--- src/rtl/tdp_pkg.sv ---
package tdp_pkg;

  localparam int MAX_SIDE = 64;
  localparam int POS_W = $clog2(MAX_SIDE);
  localparam int IDX_W = $clog2(MAX_SIDE + 1);
  localparam int SIZE_W = 7;
  localparam int APB_AW = 3;
  localparam int APB_DW = 32;
  localparam int QUEUE_DEPTH = 2;
  localparam int QPTR_W = $clog2(QUEUE_DEPTH);
  localparam int QCNT_W = $clog2(QUEUE_DEPTH + 1);
  localparam logic [SIZE_W-1:0] SIZE_RESET = SIZE_W'(8);

  localparam logic [APB_AW-3:0] REG_MATRIX_SIZE = '0;

  typedef enum logic [1:0] {
    STATUS_OK      = 2'd0,
    STATUS_FIX     = 2'd1,
    STATUS_CORRUPT = 2'd2
  } status_t;

  typedef struct packed {
    logic             data_bit;
    logic             last_col;
    logic             last_row;
    logic [POS_W-1:0] col_pos;
    logic [POS_W-1:0] row_pos;
  } item_t;

endpackage

--- src/rtl/tdp_front.sv ---
module tdp_front (
  input  logic                      clk,
  input  logic                      rst,
  input  logic                      clear,
  input  logic [tdp_pkg::POS_W-1:0] side_m1,
  input  logic                      in_valid,
  output logic                      in_ready,
  input  logic                      data_bit,
  output logic                      push,
  output tdp_pkg::item_t            push_item,
  input  logic                      queue_full
);

  logic [tdp_pkg::POS_W-1:0] col_pos;
  logic [tdp_pkg::POS_W-1:0] row_pos;
  logic [tdp_pkg::POS_W-1:0] col_pos_next;
  logic [tdp_pkg::POS_W-1:0] row_pos_next;
  logic                      last_col;
  logic                      last_row;

  assign in_ready = !queue_full;
  assign push     = in_valid && in_ready;
  assign last_col = (col_pos == side_m1);
  assign last_row = (row_pos == side_m1);

  // tag each bit with its position in the matrix
  always_comb begin
    push_item.data_bit = data_bit;
    push_item.last_col = last_col;
    push_item.last_row = last_row;
    push_item.col_pos  = col_pos;
    push_item.row_pos  = row_pos;
  end

  always_comb begin
    col_pos_next = col_pos;
    row_pos_next = row_pos;
    if (push) begin
      if (last_col) begin
        col_pos_next = '0;
        row_pos_next = last_row ? '0 : row_pos + 1'b1;
      end else begin
        col_pos_next = col_pos + 1'b1;
      end
    end
  end

  always_ff @(posedge clk) begin
    if (rst || clear) begin
      col_pos <= '0;
      row_pos <= '0;
    end else begin
      col_pos <= col_pos_next;
      row_pos <= row_pos_next;
    end
  end

endmodule

--- src/rtl/tdp_queue.sv ---
module tdp_queue (
  input  logic           clk,
  input  logic           rst,
  input  logic           clear,
  input  logic           push,
  input  tdp_pkg::item_t push_item,
  output logic           full,
  input  logic           pop,
  output logic           head_valid,
  output tdp_pkg::item_t head_item
);

  tdp_pkg::item_t entries [tdp_pkg::QUEUE_DEPTH];
  logic [tdp_pkg::QPTR_W-1:0] wr_ptr;
  logic [tdp_pkg::QPTR_W-1:0] rd_ptr;
  logic [tdp_pkg::QCNT_W-1:0] count;

  assign full       = (count == tdp_pkg::QCNT_W'(tdp_pkg::QUEUE_DEPTH));
  assign head_valid = (count != '0);
  assign head_item  = entries[rd_ptr];

  always_ff @(posedge clk) begin
    if (push) begin
      entries[wr_ptr] <= push_item;
    end
  end

  always_ff @(posedge clk) begin
    if (rst || clear) begin
      wr_ptr <= '0;
      rd_ptr <= '0;
      count  <= '0;
    end else begin
      if (push) begin
        wr_ptr <= (wr_ptr == tdp_pkg::QPTR_W'(tdp_pkg::QUEUE_DEPTH - 1)) ? '0 : wr_ptr + 1'b1;
      end
      if (pop) begin
        rd_ptr <= (rd_ptr == tdp_pkg::QPTR_W'(tdp_pkg::QUEUE_DEPTH - 1)) ? '0 : rd_ptr + 1'b1;
      end
      case ({push, pop})
        2'b10:   count <= count + 1'b1;
        2'b01:   count <= count - 1'b1;
        default: count <= count;
      endcase
    end
  end

endmodule

--- src/rtl/tdp_back.sv ---
module tdp_back (
  input  logic                      clk,
  input  logic                      rst,
  input  logic                      clear,
  input  logic [tdp_pkg::POS_W-1:0] side_m1,
  input  logic                      head_valid,
  input  tdp_pkg::item_t            head_item,
  output logic                      pop,
  output logic                      out_valid,
  input  logic                      out_ready,
  output logic [1:0]                status,
  output logic [tdp_pkg::IDX_W-1:0] bad_row,
  output logic [tdp_pkg::IDX_W-1:0] bad_col
);

  // column parities form a shift line whose length is the side in use
  logic [tdp_pkg::MAX_SIDE-1:0] col_par;
  logic [tdp_pkg::MAX_SIDE-1:0] col_par_next;
  logic                         row_par;
  logic [1:0]                   odd_row_cnt;
  logic [1:0]                   odd_col_cnt;
  logic [tdp_pkg::IDX_W-1:0]    odd_row_idx;
  logic [tdp_pkg::IDX_W-1:0]    odd_col_idx;

  logic [1:0]                   odd_row_cnt_next;
  logic [1:0]                   odd_col_cnt_next;
  logic [tdp_pkg::IDX_W-1:0]    odd_row_idx_next;
  logic [tdp_pkg::IDX_W-1:0]    odd_col_idx_next;
  logic                         cp;
  logic                         rp;
  logic                         tail;
  logic                         final_bit;
  tdp_pkg::status_t             status_next;

  assign final_bit = head_item.last_col && head_item.last_row;
  assign pop       = head_valid && (!final_bit || !out_valid || out_ready);
  assign cp        = col_par[0] ^ head_item.data_bit;
  assign rp        = row_par ^ head_item.data_bit;
  assign tail      = head_item.last_row ? 1'b0 : cp;

  always_comb begin
    odd_col_cnt_next = odd_col_cnt;
    odd_col_idx_next = odd_col_idx;
    if (head_item.last_row && cp) begin
      if (odd_col_cnt == 2'd0) begin
        odd_col_idx_next = tdp_pkg::IDX_W'(head_item.col_pos) + 1'b1;
      end
      if (odd_col_cnt != 2'd2) begin
        odd_col_cnt_next = odd_col_cnt + 1'b1;
      end
    end
  end

  always_comb begin
    odd_row_cnt_next = odd_row_cnt;
    odd_row_idx_next = odd_row_idx;
    if (head_item.last_col && rp) begin
      if (odd_row_cnt == 2'd0) begin
        odd_row_idx_next = tdp_pkg::IDX_W'(head_item.row_pos) + 1'b1;
      end
      if (odd_row_cnt != 2'd2) begin
        odd_row_cnt_next = odd_row_cnt + 1'b1;
      end
    end
  end

  always_comb begin
    if (odd_row_cnt_next == 2'd0 && odd_col_cnt_next == 2'd0) begin
      status_next = tdp_pkg::STATUS_OK;
    end else if (odd_row_cnt_next == 2'd1 && odd_col_cnt_next == 2'd1) begin
      status_next = tdp_pkg::STATUS_FIX;
    end else begin
      status_next = tdp_pkg::STATUS_CORRUPT;
    end
  end

  always_comb begin
    for (int i = 0; i < tdp_pkg::MAX_SIDE; i++) begin
      if (tdp_pkg::POS_W'(i) == side_m1) begin
        col_par_next[i] = tail;
      end else if (tdp_pkg::POS_W'(i) < side_m1 && i < tdp_pkg::MAX_SIDE - 1) begin
        col_par_next[i] = col_par[(i + 1) % tdp_pkg::MAX_SIDE];
      end else begin
        col_par_next[i] = col_par[i];
      end
    end
  end

  always_ff @(posedge clk) begin
    if (rst || clear) begin
      col_par     <= '0;
      row_par     <= 1'b0;
      odd_row_cnt <= '0;
      odd_col_cnt <= '0;
      odd_row_idx <= '0;
      odd_col_idx <= '0;
    end else if (pop) begin
      col_par <= col_par_next;
      row_par <= head_item.last_col ? 1'b0 : rp;
      if (final_bit) begin
        odd_row_cnt <= '0;
        odd_col_cnt <= '0;
        odd_row_idx <= '0;
        odd_col_idx <= '0;
      end else begin
        odd_row_cnt <= odd_row_cnt_next;
        odd_col_cnt <= odd_col_cnt_next;
        odd_row_idx <= odd_row_idx_next;
        odd_col_idx <= odd_col_idx_next;
      end
    end
  end

  // result register
  always_ff @(posedge clk) begin
    if (rst || clear) begin
      out_valid <= 1'b0;
    end else if (pop && final_bit) begin
      out_valid <= 1'b1;
    end else if (out_ready) begin
      out_valid <= 1'b0;
    end
  end

  always_ff @(posedge clk) begin
    if (pop && final_bit) begin
      status <= status_next;
      if (status_next == tdp_pkg::STATUS_FIX) begin
        bad_row <= odd_row_idx_next;
        bad_col <= odd_col_idx_next;
      end else begin
        bad_row <= '0;
        bad_col <= '0;
      end
    end
  end

endmodule

--- src/rtl/two_d_parity_check.sv ---
// two-dimensional parity check with single-bit correction
//
// input channel: data_bit with in_valid/in_ready, one matrix bit per transfer
// in row-major order. output channel: status, bad_row, bad_col with
// out_valid/out_ready, one transfer per complete matrix. status ok means no
// odd row or column, fix gives the one-based row and column of the single
// flipped bit, corrupt covers every other pattern.
// apb port: register 0 at byte address 0 holds matrix_size (1..64, 0 is
// taken as 1, larger values as 64). a write drops any partial matrix.
// throughput: one bit per cycle while the queue has room; a two-entry queue decouples
// the position tracking front end from the parity engine.
// result path: the last bit of a matrix passes through the queue, and out_valid
// is registered when the parity engine pops that bit.
// a stalled receiver holds the result; the next matrix keeps streaming
// until its own last bit, which waits in the queue until the result leaves,
// and in_ready drops once the queue is full.
// reset: matrix_size returns to 8, all parities, counts and positions clear,
// no result is pending.
module two_d_parity_check (
  input  logic                       clk,
  input  logic                       rst,
  input  logic                       psel,
  input  logic                       penable,
  input  logic                       pwrite,
  input  logic [tdp_pkg::APB_AW-1:0] paddr,
  input  logic [tdp_pkg::APB_DW-1:0] pwdata,
  output logic [tdp_pkg::APB_DW-1:0] prdata,
  output logic                       pready,
  input  logic                       in_valid,
  output logic                       in_ready,
  input  logic                       data_bit,
  output logic                       out_valid,
  input  logic                       out_ready,
  output logic [1:0]                 status,
  output logic [tdp_pkg::IDX_W-1:0]  bad_row,
  output logic [tdp_pkg::IDX_W-1:0]  bad_col
);

  logic [tdp_pkg::SIZE_W-1:0] matrix_size;
  logic [tdp_pkg::POS_W-1:0]  side_m1;
  logic                       size_wr;
  logic                       push;
  logic                       pop;
  logic                       queue_full;
  logic                       head_valid;
  tdp_pkg::item_t             push_item;
  tdp_pkg::item_t             head_item;

  assign pready  = 1'b1;
  assign size_wr = psel && penable && pwrite && pready
                   && (paddr[tdp_pkg::APB_AW-1:2] == tdp_pkg::REG_MATRIX_SIZE);

  always_comb begin
    if (paddr[tdp_pkg::APB_AW-1:2] == tdp_pkg::REG_MATRIX_SIZE) begin
      prdata = tdp_pkg::APB_DW'(matrix_size);
    end else begin
      prdata = '0;
    end
  end

  always_ff @(posedge clk) begin
    if (rst) begin
      matrix_size <= tdp_pkg::SIZE_RESET;
    end else if (size_wr) begin
      matrix_size <= pwdata[tdp_pkg::SIZE_W-1:0];
    end
  end

  always_comb begin
    if (matrix_size == '0) begin
      side_m1 = '0;
    end else if (int'(matrix_size) > tdp_pkg::MAX_SIDE) begin
      side_m1 = tdp_pkg::POS_W'(tdp_pkg::MAX_SIDE - 1);
    end else begin
      side_m1 = tdp_pkg::POS_W'(matrix_size - 1'b1);
    end
  end

  tdp_front u_front (
    .clk        (clk),
    .rst        (rst),
    .clear      (size_wr),
    .side_m1    (side_m1),
    .in_valid   (in_valid),
    .in_ready   (in_ready),
    .data_bit   (data_bit),
    .push       (push),
    .push_item  (push_item),
    .queue_full (queue_full)
  );

  tdp_queue u_queue (
    .clk        (clk),
    .rst        (rst),
    .clear      (size_wr),
    .push       (push),
    .push_item  (push_item),
    .full       (queue_full),
    .pop        (pop),
    .head_valid (head_valid),
    .head_item  (head_item)
  );

  tdp_back u_back (
    .clk        (clk),
    .rst        (rst),
    .clear      (size_wr),
    .side_m1    (side_m1),
    .head_valid (head_valid),
    .head_item  (head_item),
    .pop        (pop),
    .out_valid  (out_valid),
    .out_ready  (out_ready),
    .status     (status),
    .bad_row    (bad_row),
    .bad_col    (bad_col)
  );

endmodule

--- config.mk ---
export PLATFORM = sky130hd
export DESIGN_NAME = two_d_parity_check
export DESIGN_NICKNAME = d
export VERILOG_FILES = /design/src/rtl/tdp_pkg.sv /design/src/rtl/tdp_front.sv /design/src/rtl/tdp_queue.sv /design/src/rtl/tdp_back.sv /design/src/rtl/two_d_parity_check.sv
export SDC_FILE = /design/constraint.sdc
export NUM_CORES = 1
export LEC_CHECK = 0
export BUFFER_PORTS_ARGS = -buffer_cell sky130_fd_sc_hd__clkbuf_2
export CAP_MARGIN = 0
export CELL_PAD_IN_SITES_DETAIL_PLACEMENT = 0
export CELL_PAD_IN_SITES_GLOBAL_PLACEMENT = 1
export CORE_UTILIZATION = 40
export CTS_CLUSTER_SIZE = 12
export DETAILED_ROUTE_END_ITERATION = 8
export GPL_TIMING_DRIVEN = 0
export PLACE_DENSITY_LB_ADDON = 0.1
export SKIP_CTS_REPAIR_TIMING = 1
export SLEW_MARGIN = 20
export SYNTH_ARGS = -nofsm -noshare
export SYNTH_HDL_FRONTEND = slang
export SYNTH_SLANG_ARGS = --single-unit
--- constraint.sdc ---
create_clock -name clk -period 3.2 [get_ports clk]
set_input_delay 0.32 -clock clk [delete_from_list [all_inputs] [get_ports clk]]
set_output_delay 0.32 -clock clk [all_outputs]
set_load 0.05 [all_outputs]
==> flow_summary.rst <==
.. list-table::
   :header-rows: 1

   * - Metric
     - Value
   * - Insertion delay to the later sink of the worst-skew pair
     - 440 ps
   * - Number of port buffers
     - 38
   * - Share of flip-flops with an asynchronous set or reset after synthesis
     - 0%
   * - Highest-count cells in the layout ignoring fill and taps
     - nor2_1 (116), dfxtp_1 (107), a21oi_1 (84)
   * - Launch point of the worst hold path
     - data_bit
   * - Most common cell after layout, fill and taps aside
     - nor2_1
   * - Buf+Inv Stages, Crit Path
     - 1
   * - Post-synthesis instance area
     - 9250 um^2
   * - Post-route ant nets
     - 0
   * - Wire length on met1
     - 14,000 um
   * - Slowest stage cell, crit path
     - o31ai_2
   * - GPL Wtd Cong
     - 0.963
   * - Setup violations, final
     - 0
   * - Met2 wirelength from detailed routing
     - 15,200 um
   * - Setup clock skew after layout
     - 13.5 ps
   * - Die Footprint
     - 23,700 um^2
   * - Ratio of total power to cell area
     - 640 nW/um^2
   * - Peak supply drop
     - 0.000321 V
   * - Antenna violations before repair
     - 0
   * - Main synth FF type
     - dfxtp_1
   * - Reg-to-reg startpoint
     - matrix_size[2]
   * - Detailed-route wire length
     - 33,300 um
   * - Summed area of non-filler cells in the final layout
     - 11,100 um^2
   * - CP endpoint kind
     - register
   * - Register area share after synthesis
     - 38.3%
   * - TritonCTS clock tree
     - done
   * - Critical-path cell list
     - buf_2 -> o31ai_2 -> nand3_1 -> nor4_4 -> nor3_1 -> o21ai_0 -> mux2_2 -> nor3_1
   * - PnR worst setup slack
     - 65.8 ps
   * - Tmin final
     - 3130 ps
   * - Floorplan die height
     - 154 um
   * - Maximum root-to-sink buffer count
     - 2
   * - Class of the tightest hold or removal check
     - in -> reg
   * - Clock sink count
     - 154
   * - Critical path fanouts, max
     - 10
   * - Area overhead of the layout relative to synthesis
     - 19.9%
   * - Delay-heaviest family, CP
     - simple AND/OR/NAND/NOR gates
   * - Sum of overflow across all layers after global routing
     - 0
   * - Core area
     - 22,600 um^2
   * - First-pass GRT wire length
     - 50,200 um
   * - Max-cap viol count
     - 0
   * - Number of DRC violations after detailed-routing iteration 0
     - 991
   * - Count of mapped cells out of synthesis
     - 1,084
   * - Kind of start point of the critical path
     - register
   * - Highest metal layer used by the detailed router
     - met4
   * - Final hold viol count
     - 0
   * - Final Slew Violations
     - 0
   * - Diode count
     - 0
   * - Start point of the critical path
     - matrix_size[2]
   * - Cell type with the highest occurrence count on the critical path
     - nor3_1
   * - Relative slew slack
     - 34.5%
   * - EDFF count, synth
     - 46
   * - Slowest cell delay on critical path
     - 680 ps
   * - Pre-antenna DRT Iters
     - 6
   * - Fill cells
     - 2,232
   * - Number of buffers created by CTS
     - 17
   * - Effective utilization at floorplan
     - 40.9%
   * - Run status
     - finished, final reports clean
   * - Total vias in the final route
     - 9,062
   * - Netlist cell types
     - 87
   * - Synthesized area per cell
     - 8.54 um^2
   * - Final HPWL from detailed placement
     - 23,800 um
   * - Average vias per placed instance
     - 6.11
   * - Maximum number of pins on one net before global-route repair
     - 17
   * - Critical Path AT
     - 3490 ps
   * - Cell leakage power
     - 3.92 nW
   * - Placed Instance Area
     - 9910 um^2
   * - Number of H-tree levels
     - 4
   * - Number of rows created at floorplan
     - 55
   * - Worst-margin pin slew
     - 982 ps
   * - Portion of the clock cycle consumed by the worst path in the final layout
     - 97.9%
   * - Routed wire length per instance
     - 22.5 um
   * - Flip-flop and latch count after synthesis
     - 154
   * - Total number of yosys warnings
     - 0
   * - Placement-stage worst setup slack
     - -832 ps
   * - Clock-pin slew on the worst setup and hold paths
     - 70 ps
   * - Number of global-route vias before repair
     - 8,238
   * - Number of remaining DRC errors
     - 0
   * - Worst Setup Path Type
     - reg -> reg
   * - Required time at the worst-slack endpoint
     - 3550 ps
   * - Final net count
     - 1,236
   * - Number of top-level pins
     - 94
   * - Total GRT Usage
     - 28.1%
   * - Upper clock frequency limit
     - 0.319 GHz
   * - Fraction of layout instances using a drive strength above 1
     - 21.1%
   * - Chip Width
     - 154 um
   * - Master cell of the clock root buffer
     - clkbuf_16
   * - Met3 Routed Length
     - 2590 um
[path summary, 6_finish.rpt]
path	end	slack (ps)	cells past startpoint
setup / recovery	u_back.col_par[21]	70	8
hold reg to reg	u_queue.entries[0][2]	460	0
setup reg to reg	u_back.col_par[21]	70	8
hold / removal	u_queue.entries[1][14]	100	1
[routing by layer]
| layer | GRT usage [%] | up-vias |
|---|---|---|
| met5 | 0 | - |
| met4 | 13.5 | 0 |
| met3 | 4.20 | 110 |
| met2 | 45.9 | 468 |
| met1 | 36.3 | 4267 |
| li1 | - | 4217 |
[stage by stage]
stage / utilization, % / power (mW) / setup TNS, ps / std cells / hold WS (ps)
global placement: 43.7 / 4.95 / -53460 / 1431 / 436
global route: 49.0 / 7.38 / -69.9 / 1482 / 96.1
detailed placement: 43.8 / 4.95 / -35030 / 1433 / 442
floorplan: - / 4.09 / 0 / 1108 / 419
finish: 49.0 / 7.10 / 0 / 1482 / 95.9
CTS: 46.3 / 6.97 / -37190 / 1465 / 95.4
[cells in the mapped netlist, drive strengths merged (14+ instances only)]
library cell | instances | share of area [%]
a21oi | 90 | 4.9
a31oi | 14 | 0.95
inv | 21 | 0.85
mux2i | 50 | 5.4
clkbuf | 55 | 2.2
or3 | 15 | 1.0
mux2 | 15 | 1.8
nand2 | 70 | 2.9
nor2 | 124 | 5.1
nand3 | 35 | 2.1
nand4 | 18 | 1.2
a211oi | 15 | 1.2
o21ai | 66 | 3.6
nor4 | 23 | 1.9
buf | 51 | 3.5
dfxtp | 108 | 23
nor3 | 40 | 2.4
edfxtp | 46 | 15
nor2b | 16 | 1.1
[flip-flops by register name (all words and copies together) (netlist names), 6 cells and up, named ones only]
| name | count |
|---|---|
| matrix_size | 7 |
| u_front.row_pos | 6 |
| u_back.odd_col_idx | 7 |
| u_front.col_pos | 6 |
| u_back.bad_row | 7 |
| u_back.bad_col | 7 |
| u_queue.entries | 30 |
| u_back.odd_row_idx | 7 |
| u_back.col_par | 64 |
[power breakdown]
| part | total, mW | switching [mW] | internal (mW) |
|---|---|---|---|
| combinational | 2.68 | 1.92 | 0.753 |
| clock | 2.04 | 0.931 | 1.11 |
| sequential | 2.38 | 0.128 | 2.25 |
| total | 7.10 | 2.98 | 4.11 |
[area by class of cell]
class / instances / area, um^2 / share of cell area [%]
tap: 285 / 357 / 3.21
clock buffer: 19 / 443 / 3.99
timing repair buffer: 60 / 352 / 3.17
clock inverter: 13 / 136 / 1.23
multi-input combinational: 827 / 5590 / 50.4
inverter: 21 / 82.6 / 0.744
buffer: 103 / 589 / 5.31
sequential: 154 / 3540 / 31.9
[cell families (layout without fill, tap and decap cells)]
logic type,after synthesis,after routing,share of synthesized area [%]
and+or+nand+nor,390,390,21.6
AOI/OAI and AO/OA,311,311,22.5
DFF,154,154,38.3
buffers and inverters,127,216,6.56
muxes,65,65,7.23
xor gates and xnor gates,23,23,2.18
adders and majority gates,12,12,1.54
other,2,26,0.0812
Note: power is estimated with default switching activity, not from simulation.
